$ cat config.mk
export PLATFORM = sky130hd
export DESIGN_NAME = queue_engine_with_search_remove
export DESIGN_NICKNAME = d
export VERILOG_FILES = /design/src/hdl/qes_pkg.sv /design/src/hdl/qes_ram.sv /design/src/hdl/queue_engine_with_search_remove.sv
export SDC_FILE = /design/constraint.sdc
export NUM_CORES = 1
export LEC_CHECK = 0
export ABC_AREA = 1
export BUFFER_PORTS_ARGS = -buffer_cell sky130_fd_sc_hd__buf_2
export CORE_ASPECT_RATIO = 1.75
export CORE_MARGIN = 2
export CORE_UTILIZATION = 50
export DETAILED_ROUTE_END_ITERATION = 12
export GPL_TIMING_DRIVEN = 0
export PLACE_DENSITY = 0.66
export SLEW_MARGIN = 15
export SYNTH_ARGS = -nofsm -noshare
export SYNTH_HDL_FRONTEND = slang
export SYNTH_SLANG_ARGS = --single-unit
$ cat constraint.sdc
create_clock -name i_clk -period 5 [get_ports i_clk]
set_clock_uncertainty 0.15 [all_clocks]
set_input_delay 1 -clock i_clk [delete_from_list [all_inputs] [get_ports i_clk]]
set_output_delay 1 -clock i_clk [all_outputs]
set_load 0.005 [all_outputs]
$ cat src/hdl/qes_pkg.sv
// shared types and constants for the queue engine with search and remove
// no dependencies
`default_nettype none
package qes_pkg;

    localparam int QES_DEPTH = 16;

    localparam logic [2:0] REQ_ENQUEUE = 3'd0;
    localparam logic [2:0] REQ_DEQUEUE = 3'd1;
    localparam logic [2:0] REQ_PUSH    = 3'd2;
    localparam logic [2:0] REQ_SEARCH  = 3'd3;
    localparam logic [2:0] REQ_REMOVE  = 3'd4;
    localparam logic [2:0] REQ_ROTATE  = 3'd5;

    localparam logic [1:0] ST_OK    = 2'd0;
    localparam logic [1:0] ST_EMPTY = 2'd1;
    localparam logic [1:0] ST_FULL  = 2'd2;

    typedef enum logic [2:0] {
        S_IDLE,
        S_DEQ,
        S_SCAN,
        S_CHK,
        S_ROT_RD,
        S_ROT_WR
    } t_state;

endpackage
`default_nettype wire

$ cat src/hdl/qes_ram.sv
// entry store: one write port, one read port with registered read data
// depends on qes_pkg for the default depth
`default_nettype none
module qes_ram #(
    parameter int DEPTH = qes_pkg::QES_DEPTH,
    parameter int AW    = $clog2(DEPTH)
) (
    input  wire logic          i_clk,
    input  wire logic          i_we,
    input  wire logic [AW-1:0] i_waddr,
    input  wire logic [31:0]   i_wdata,
    input  wire logic [AW-1:0] i_raddr,
    output logic      [31:0]   o_rdata
);
    import qes_pkg::*;

    logic [31:0] r_mem [DEPTH];

    always_ff @(posedge i_clk) begin
        if (i_we) begin
            r_mem[i_waddr] <= i_wdata;
        end
        o_rdata <= r_mem[i_raddr];
    end

endmodule
`default_nettype wire

$ cat src/hdl/queue_engine_with_search_remove.sv
// top level: ring queue control, head and count registers, result register
// depends on qes_pkg and qes_ram
//
//  channel | handshake        | fields
//  request | start / busy     | i_req_type, i_item_value, i_rotate_count
//  result  | o_valid (strobe) | o_result_value, o_found, o_status, o_occupancy
//
// enqueue and push front finish straight from idle; dequeue, search, remove and
// rotate step through read and write accesses of the single-port-pair entry
// store. the result strobe is registered and shows in the cycle after the last
// step, and the next item may be started in that same cycle.
// reset clears head, count and control; the entry store holds no reset.
// the receiver cannot stall, so each result shows for exactly one cycle.
`default_nettype none
module queue_engine_with_search_remove #(
    parameter int DEPTH = qes_pkg::QES_DEPTH
) (
    input  wire logic               i_clk,
    input  wire logic               i_rst_n,
    input  wire logic               start,
    output logic                    busy,
    input  wire logic        [2:0]  i_req_type,
    input  wire logic signed [31:0] i_item_value,
    input  wire logic        [7:0]  i_rotate_count,
    output logic                    o_valid,
    output logic signed      [31:0] o_result_value,
    output logic                    o_found,
    output logic             [1:0]  o_status,
    output logic             [4:0]  o_occupancy
);
    import qes_pkg::*;

    localparam int AW = $clog2(DEPTH);
    localparam int CW = $clog2(DEPTH + 1);

    t_state         r_state, n_state;
    logic [2:0]     r_req, n_req;
    logic [31:0]    r_val, n_val;
    logic [7:0]     r_rot, n_rot;
    logic [AW-1:0]  r_head, n_head;
    logic [CW-1:0]  r_count, n_count;
    logic [CW-1:0]  r_i, n_i;
    logic [CW-1:0]  r_k, n_k;
    logic           r_found, n_found;
    logic           r_valid, n_valid;
    logic [31:0]    r_res, n_res;
    logic           r_fnd, n_fnd;
    logic [1:0]     r_status, n_status;
    logic [4:0]     r_occ, n_occ;

    logic           we;
    logic [AW-1:0]  waddr, raddr;
    logic [31:0]    wdata, rdata;

    function automatic logic [AW-1:0] ring_pos(input logic [AW-1:0] head,
                                               input logic [CW-1:0] off);
        logic [CW:0] s;
        s = (CW+1)'(head) + (CW+1)'(off);
        if (s >= (CW+1)'(DEPTH)) begin
            s = s - (CW+1)'(DEPTH);
        end
        return s[AW-1:0];
    endfunction

    function automatic logic [4:0] occ5(input logic [CW-1:0] c);
        logic [CW+4:0] t;
        t = (CW+5)'(c);
        return t[4:0];
    endfunction

    qes_ram #(.DEPTH(DEPTH), .AW(AW)) u_ram (
        .i_clk   (i_clk),
        .i_we    (we),
        .i_waddr (waddr),
        .i_wdata (wdata),
        .i_raddr (raddr),
        .o_rdata (rdata)
    );

    // next state
    always_comb begin
        n_state = r_state;
        case (r_state)
            S_IDLE: begin
                if (start) begin
                    case (i_req_type)
                        REQ_DEQUEUE: begin
                            if (r_count != '0) n_state = S_DEQ;
                        end
                        REQ_SEARCH, REQ_REMOVE: n_state = S_SCAN;
                        REQ_ROTATE: begin
                            if (r_count != '0 && i_rotate_count != 8'd0) n_state = S_ROT_RD;
                        end
                        default: n_state = S_IDLE;
                    endcase
                end
            end
            S_DEQ: n_state = S_IDLE;
            S_SCAN: begin
                n_state = (r_i == r_count) ? S_IDLE : S_CHK;
            end
            S_CHK: begin
                if (r_req == REQ_SEARCH && rdata == r_val) n_state = S_IDLE;
                else n_state = S_SCAN;
            end
            S_ROT_RD: n_state = S_ROT_WR;
            S_ROT_WR: begin
                n_state = (r_rot == 8'd1) ? S_IDLE : S_ROT_RD;
            end
            default: n_state = S_IDLE;
        endcase
    end

    // datapath and outputs
    always_comb begin
        n_req    = r_req;
        n_val    = r_val;
        n_rot    = r_rot;
        n_head   = r_head;
        n_count  = r_count;
        n_i      = r_i;
        n_k      = r_k;
        n_found  = r_found;
        n_valid  = 1'b0;
        n_res    = r_res;
        n_fnd    = r_fnd;
        n_status = r_status;
        n_occ    = r_occ;
        we       = 1'b0;
        waddr    = r_head;
        wdata    = r_val;
        raddr    = r_head;
        case (r_state)
            S_IDLE: begin
                if (start) begin
                    n_req    = i_req_type;
                    n_val    = i_item_value;
                    n_rot    = i_rotate_count;
                    n_i      = '0;
                    n_k      = '0;
                    n_found  = 1'b0;
                    n_res    = '0;
                    n_fnd    = 1'b0;
                    n_status = ST_OK;
                    n_occ    = occ5(r_count);
                    case (i_req_type)
                        REQ_ENQUEUE: begin
                            n_valid = 1'b1;
                            if (r_count == CW'(DEPTH)) begin
                                n_status = ST_FULL;
                            end else begin
                                we      = 1'b1;
                                waddr   = ring_pos(r_head, r_count);
                                wdata   = i_item_value;
                                n_count = r_count + 1'b1;
                                n_occ   = occ5(r_count + 1'b1);
                            end
                        end
                        REQ_DEQUEUE: begin
                            if (r_count == '0) begin
                                n_valid  = 1'b1;
                                n_status = ST_EMPTY;
                            end
                        end
                        REQ_PUSH: begin
                            n_valid = 1'b1;
                            if (r_count == CW'(DEPTH)) begin
                                n_status = ST_FULL;
                            end else begin
                                n_head  = (r_head == '0) ? AW'(DEPTH - 1) : r_head - 1'b1;
                                we      = 1'b1;
                                waddr   = n_head;
                                wdata   = i_item_value;
                                n_count = r_count + 1'b1;
                                n_occ   = occ5(r_count + 1'b1);
                            end
                        end
                        REQ_SEARCH, REQ_REMOVE: begin
                            n_valid = 1'b0;
                        end
                        REQ_ROTATE: begin
                            if (r_count == '0 || i_rotate_count == 8'd0) n_valid = 1'b1;
                        end
                        default: n_valid = 1'b1;
                    endcase
                end
            end
            S_DEQ: begin
                n_valid = 1'b1;
                n_res   = rdata;
                n_head  = ring_pos(r_head, CW'(1));
                n_count = r_count - 1'b1;
                n_occ   = occ5(r_count - 1'b1);
            end
            S_SCAN: begin
                raddr = ring_pos(r_head, r_i);
                if (r_i == r_count) begin
                    n_valid = 1'b1;
                    n_fnd   = r_found;
                    if (r_req == REQ_REMOVE) begin
                        n_count = r_k;
                        n_occ   = occ5(r_k);
                    end
                end
            end
            S_CHK: begin
                n_i = r_i + 1'b1;
                if (rdata == r_val) begin
                    n_found = 1'b1;
                    if (r_req == REQ_SEARCH) begin
                        n_valid = 1'b1;
                        n_fnd   = 1'b1;
                    end
                end else if (r_req == REQ_REMOVE) begin
                    // compact survivors toward the front, write never passes read
                    we    = 1'b1;
                    waddr = ring_pos(r_head, r_k);
                    wdata = rdata;
                    n_k   = r_k + 1'b1;
                end
            end
            S_ROT_RD: begin
                raddr = r_head;
            end
            S_ROT_WR: begin
                // front entry goes just past the current back
                we     = 1'b1;
                waddr  = ring_pos(r_head, r_count);
                wdata  = rdata;
                n_head = ring_pos(r_head, CW'(1));
                n_rot  = r_rot - 1'b1;
                if (r_rot == 8'd1) n_valid = 1'b1;
            end
            default: begin
                n_valid = 1'b0;
            end
        endcase
    end

    always_ff @(posedge i_clk) begin
        if (!i_rst_n) begin
            r_state <= S_IDLE;
            r_head  <= '0;
            r_count <= '0;
            r_valid <= 1'b0;
        end else begin
            r_state <= n_state;
            r_head  <= n_head;
            r_count <= n_count;
            r_valid <= n_valid;
        end
        r_req    <= n_req;
        r_val    <= n_val;
        r_rot    <= n_rot;
        r_i      <= n_i;
        r_k      <= n_k;
        r_found  <= n_found;
        r_res    <= n_res;
        r_fnd    <= n_fnd;
        r_status <= n_status;
        r_occ    <= n_occ;
    end

    assign busy           = (r_state != S_IDLE);
    assign o_valid        = r_valid;
    assign o_result_value = r_res;
    assign o_found        = r_fnd;
    assign o_status       = r_status;
    assign o_occupancy    = r_occ;

endmodule
`default_nettype wire

## After elaboration in Yosys (flattened, before gate mapping)

Memory sizes are Yosys's and may differ from the RTL's. A register that Yosys moved wholly into a read port is not among the register bits.
Index checks and enable logic that the tools add are counted.

| storage, ports and cells | value |
|---|---|
| bits in registers | 107 |
| memory bits (writable) | 512 |
| bits of input ports | 46 |
| output and inout port bits | 42 |
| memories | 1 |

Memory list:

| memory | words | width | rd ports | clocked after memory_dff | wr ports | line | text |
|---|---|---|---|---|---|---|---|
| u_ram.r_mem | 16 | 32 | 1 | 1 | 1 | qes_ram.sv:17 | `logic [31:0] r_mem [DEPTH];` |

| cells by class | value |
|---|---|
| $add $sub $neg | 14 |
| order comparisons | 4 |
| eq/ne operators | 26 |
| muxes and demuxes | 72 |
| reductions and logical operators | 30 |

Operators with widths:

| kind | count |
|---|---|
| 32-bit 2-to-1 mux | 6 |
| 32-bit one-hot mux with 3 select lines | 1 |
| 32-bit one-hot mux with 2 select lines | 1 |
| 4-bit 2-to-1 mux | 13 |
| 5-bit 2-to-1 mux | 8 |
| 32-bit equality test | 1 |
| 1-bit 2-to-1 mux | 20 |
| 5-bit one-hot mux with 2 select lines | 2 |
| 4-bit by 1-bit subtractor with 4-bit output (second input constant) | 5 |
| 4-bit by 5-bit adder with 6-bit output | 3 |
| 6-bit by 5-bit >= comparator with 1-bit output (second input constant) | 3 |
| 4-bit one-hot mux with 2 select lines | 2 |
| 8-bit one-hot mux with 2 select lines | 1 |
| 5-bit by 1-bit adder with 5-bit output (second input constant) | 3 |
| 3-bit by 2-bit equality test with 1-bit output (second input constant) | 5 |
| 3-bit equality test (second input constant) | 5 |
| 3-bit one-hot mux with 5 select lines | 1 |
| 5-bit one-hot mux with 3 select lines | 1 |
| 2-bit inequality test (second input constant) | 7 |
| 3-bit 2-to-1 mux | 4 |
| 4-bit one-hot mux with 3 select lines | 1 |
| 1-bit one-hot mux with 3 select lines | 3 |
| 3-bit one-hot mux with 3 select lines | 1 |
| 3-bit AND reduction | 3 |
| 29 further kinds | 46 |

## Depth between registers and ports, before layout

| logic depth | value |
|---|---|
| word-level depth | 7 |
| depth in mapped cells | 16 |

## Modules after synthesis

From an unflattened synthesis, not the netlist that was laid out.

| second synthesis, totals | value |
|---|---|
| cells, all modules | 3032 |
| area, all modules | 30041.3 µm² |

By module, submodules not included:

| module | instances | cells each | area each (µm²) | seq. area each (µm²) |
|---|---|---|---|---|
| qes_ram | 1 | 2120 | 22730.6 | 16015.4 |
| queue_engine_with_search_remove | 1 | 912 | 7310.8 | 3083.0 |

## Worst setup path before layout

OpenSTA, ideal clock, no wires.

| timing path | value |
|---|---|
| kind | input -> register |
| start point | input port start |
| end point | register r_res[0], in the netlist o_result_value[0] (enable) |
| library setup time | 0.390 ns |
| arrival | 3.824 ns |
| path slack | 0.636 ns |
| cell stages on the path | 4 |
| cell sequence | inv_1 nor2_1 inv_1 nand2_1 |

| between the ends | value |
|---|---|
| word-level cells in the longest chain between the ends | 2 |

Ends and longest elaborated chain:

| item | line | text |
|---|---|---|
| start: declaration | queue_engine_with_search_remove.sv:20 | `input wire logic start,` |
| 2-bit inequality test (no line) | -- |  |
| 2-bit AND reduction (no line) | -- |  |
| end signal: assignment | queue_engine_with_search_remove.sv:258 | `r_res <= n_res;` |
| end: declaration | queue_engine_with_search_remove.sv:46 | `logic [31:0] r_res, n_res;` |

No other way between the ends.
A chain may end at the register's enable or synchronous reset.

## Worst setup path after layout

| timing path | value |
|---|---|
| start point | register r_val[14] |
| end point | memory u_ram.r_mem[2][10] (enable) |

| between the ends | value |
|---|---|
| word-level cells in the longest chain between the ends | 5 |
| elaborated cells on any way between the ends | 7 |
| classes of those cells | eq/ne: 1; mux: 6 |

Ends and longest elaborated chain:

| item | line | text |
|---|---|---|
| start: declaration | queue_engine_with_search_remove.sv:38 | `logic [31:0] r_val, n_val;` |
| start signal: assignment | queue_engine_with_search_remove.sv:253 | `r_val <= n_val;` |
| 32-bit equality test * | queue_engine_with_search_remove.sv:208 | `if (rdata == r_val) begin` |
| 1-bit 2-to-1 mux | queue_engine_with_search_remove.sv:208 |  |
| 1-bit one-hot mux with 3 select lines | queue_engine_with_search_remove.sv:133 | `case (r_state)` |
| 1-bit 2-to-1 mux | qes_ram.sv:20 | `if (i_we) begin` |
| 1-bit 2-to-1 mux (implied by the code) | qes_ram.sv:21 | `r_mem[i_waddr] <= i_wdata;` |
| end: declaration | qes_ram.sv:17 |  |

Every way passes the cells marked *; elsewhere a longest branch is shown, timed or not.

==> parameters.txt <==
Parameter                              Value

Outcome
  Outcome    finished, final reports clean

Pwr
  IR drop worst, VDD    0.000271 V
  Post-layout total power    0.0128 W
  Leak Pwr    10.9 nW
  Power density over the cells    415 nW/um^2

Synthesis
  Share of Yosys cell area claimed by the top area cell type    0.676
  Number of storage elements in the synthesis netlist    651
  Yosys cell types    43
  Leading cell type by number of instances after synthesis    sky130_fd_sc_hd__edfxtp_1
  Mean Syn Cell Area    12.2 sq um
  Post-synth EDFFs    606
  Mapped cell area    26900 sq um
  Post-synthesis async set-or-reset flop share    0
  Top post-synthesis cells by count    sky130_fd_sc_hd__edfxtp_1, sky130_fd_sc_hd__nor2_1, sky130_fd_sc_hd__o21ai_0, sky130_fd_sc_hd__nand2_1, sky130_fd_sc_hd__o21ai_1
  Gate count of the mapped netlist    2202
  Main area contributors after synthesis    sky130_fd_sc_hd__edfxtp_1, sky130_fd_sc_hd__nor2_1, sky130_fd_sc_hd__o21ai_0
  Cell type contributing the most total cell area after synthesis    sky130_fd_sc_hd__edfxtp_1
  Leading register cell type out of synthesis    sky130_fd_sc_hd__edfxtp_1
  Proportion of synthesized chip area in sequential cells    0.710
  Number of nets produced by synthesis    2270
  Syn. warnings    0

Flow run
  Number of violations of the max-capacitance limit    0

STA
  RSZ-0062 raised after global routing    false
  Final Slew Violations    0
  Period utilisation layout    0.859
  Final count of negative-setup-slack endpoints    0
  Final number of hold-violating endpoints    0
  Max Fclk    233 MHz
  Worst path setup slack after routing    0.704 ns
  Transition at the pin with the smallest max-transition slack    1.19 ns
  Worst max-slew margin expressed relative to the limit    0.199
  Time the final worst path needs with I/O delays and setup    4.30 ns
  Final Hold Slack    0.420 ns

Cells and area
  Fillcell total    4211
  Finished Cell Area    31000 sq um
  Synthesis-to-layout area growth    15.1%
  Share of final-layout standard cells stronger than drive strength 1    0.144
  Final nets    2445
  Final Core Density    0.581

Route
  Number of DRC violations after detailed-routing iteration 0    2729
  Number of DRC violations after detailed routing    0
  Via Count    19490
  Final wirelength    86.7 mm
  Number of nets with antenna violations after detailed routing    0
  Routed len/inst    27.9 um
  Number of iterations in the first detailed-routing pass    6
  Vias per std cell    6.27

Worst hold path
  Hold Path End    r_val[28]
  Worst hold start    i_item_value[28]
  Number of instances on the worst hold path    1
  Min-delay worst type    in2reg

Critical path
  Biggest fanout along the worst timing path    18
  Worst reg2reg path depth    14
  Worst setup path category    reg2reg
  Worst setup SP type    register
  Data required time at the worst endpoint    5.15 ns
  Reg2Reg Launch Point    r_val[14]
  Destination of the worst register-to-register timing path    u_ram.r_mem[2][10]
  Setup slack of the most critical reg-to-reg path    0.70 ns
  Worst endpoint data arrival time    4.45 ns
  Critical Path End Type    register

Clocking
  Hold buffer count at CTS    0
  Total CTS buffers    55
  Clk pin slew, worst setup/hold paths    0.07 ns
  CTS tree    built
  CTS sink cnt    651
  Count of cells resized by post-cts repair    0
  Clock Tree Root    sky130_fd_sc_hd__clkbuf_16
  # Post-CTS Setup Buffers    0
  Skew-Pair Late Insertion Delay    0.62 ns
  Level count of the clock H-tree    2
  Maximum count of clock buffers along a single path    3

Global route
  Overall global routing resource usage    0.308
  Via count of the first global-routing pass    19295
  Largest net degree at the start of global routing    33
  Grt total ovfl    0
  Number of antenna violations at the first check in global routing    6
  First-pass GRT wire length    123 mm

Die
  Count of boundary I/O pins    88
  Area of the core region    53300 sq um
  Die area    55800 sq um
  FP Rows    112
  DIE HEIGHT    311 um
  Die extent in x    179 um
  Starting Density    0.505

Placed design
  Setup slack after placement    0.641 ns
  IO buf count    87
  Final weighted congestion in routability-driven placement    0.928
  Cell area after placement    29000 sq um
  HPWL Detailed    61.5 mm
## layer usage
metal | GRT usage | vias up | wire length [um]
met5 | 0 | - | 61
li1 | - | 8362 | -
met2 | 0.530 | 1274 | 43700
met1 | 0.340 | 9471 | 28400
met4 | 0.214 | 10 | 7050
met3 | 0.0547 | 373 | 7360
## state kept, by name, indices dropped and copies added (netlist names)
| signal | cells |
|---|---|
| u_ram.r_mem | 512 |
| r_state | 3 |
| o_result_value | 32 |
| r_head | 4 |
| r_rot | 8 |
| r_val | 32 |
| r_count | 5 |
| u_ram.o_rdata | 32 |
| o_status | 2 |
| r_i | 5 |
| r_req | 3 |
| o_occupancy | 5 |
| o_valid | 1 |
| r_found | 1 |
| r_k | 5 |
| o_found | 1 |
## cell families (layout without fill, tap and decap cells)
family          count (synthesis)  in the layout  synth area share
flops                         651            651             0.710
xor+xnor                       42             42            0.0137
compound gates                566            566             0.123
buf+inv                       234            456            0.0401
simple gates                  687            687             0.103
other cells                     0              1                 0
fa+ha+maj                      22             22            0.0111
## how the worst max path moves through the flow
stage	start	to	slack, ns	depth (start not counted)
6_report	r_val[14]	u_ram.r_mem[2][10]	0.70	14
3_3_place_gp	start	o_result_value[24]	-1.86	5
5_1_grt	r_val[14]	u_ram.r_mem[11][23]	0.64	14
3_5_place_dp	i_req_type[0]	u_ram.r_mem[11][15]	0.64	13
4_1_cts	r_val[14]	u_ram.r_mem[11][24]	0.81	14
2_1_floorplan	start	o_result_value[0]	0.64	4
## layout by cell type, fill, tap and decap left out, types with 10 or more instances in the layout
master and instances:
sky130_fd_sc_hd__edfxtp_1 606, sky130_fd_sc_hd__dfxtp_1 45, sky130_fd_sc_hd__buf_6 10, sky130_fd_sc_hd__ha_1 19, sky130_fd_sc_hd__buf_2 162, sky130_fd_sc_hd__clkinv_2 12
sky130_fd_sc_hd__xor2_1 10, sky130_fd_sc_hd__xnor2_1 32, sky130_fd_sc_hd__nand3_1 63, sky130_fd_sc_hd__o221ai_1 63, sky130_fd_sc_hd__a21oi_1 25, sky130_fd_sc_hd__inv_2 10
sky130_fd_sc_hd__nor2_4 18, sky130_fd_sc_hd__o21ai_1 140, sky130_fd_sc_hd__o22ai_1 77, sky130_fd_sc_hd__a22oi_1 30, sky130_fd_sc_hd__buf_4 11, sky130_fd_sc_hd__o21ai_0 206
sky130_fd_sc_hd__nor2_1 375, sky130_fd_sc_hd__buf_16 16, sky130_fd_sc_hd__inv_1 96, sky130_fd_sc_hd__clkbuf_16 61, sky130_fd_sc_hd__clkbuf_1 42, sky130_fd_sc_hd__nand2_1 197
## critical path, stage by stage, from the launching register on
cell,delay (ns)
sky130_fd_sc_hd__edfxtp_1,0.42
sky130_fd_sc_hd__xnor2_1,0.62
sky130_fd_sc_hd__nand2_1,0.11
sky130_fd_sc_hd__nor2_1,0.29
sky130_fd_sc_hd__nand2_1,0.09
sky130_fd_sc_hd__nor2_1,0.34
sky130_fd_sc_hd__nand2_2,0.19
sky130_fd_sc_hd__nand2_1,0.18
sky130_fd_sc_hd__nand3_1,0.09
sky130_fd_sc_hd__nand3_1,0.15
sky130_fd_sc_hd__nand2_1,0.09
sky130_fd_sc_hd__inv_2,0.07
sky130_fd_sc_hd__nand2_1,0.22
sky130_fd_sc_hd__nor2_4,0.67
sky130_fd_sc_hd__buf_12,0.28
## per-stage QoR
stage,cells,setup TNS [ns]
floorplan,2202,0
global placement,2973,-788.47
detailed placement,3004,0
CTS,3108,0
global route,3109,0
finish,3109,0
## power by group
group	switching (W)	internal, W	total [W]
combinational	0.00130	0.000495	0.00180
clock	0.00199	0.00261	0.00461
sequential	0.000172	0.00627	0.00644
total	0.00347	0.00938	0.0128
## final cells by class
cell class | instances | area [sq um] | share of cell area
repair buffers | 118 | 1100 | 0.0357
well taps | 684 | 856 | 0.0276
diodes | 1 | 2.50 | 0.0000808
multi-input cells | 1317 | 6870 | 0.222
clock buffers | 76 | 1630 | 0.0527
flip-flops and latches | 651 | 19100 | 0.617
inverters | 110 | 418 | 0.0135
clock inverters | 28 | 325 | 0.0105
plain buffers | 124 | 661 | 0.0213
(Power assumes the default switching activity.)
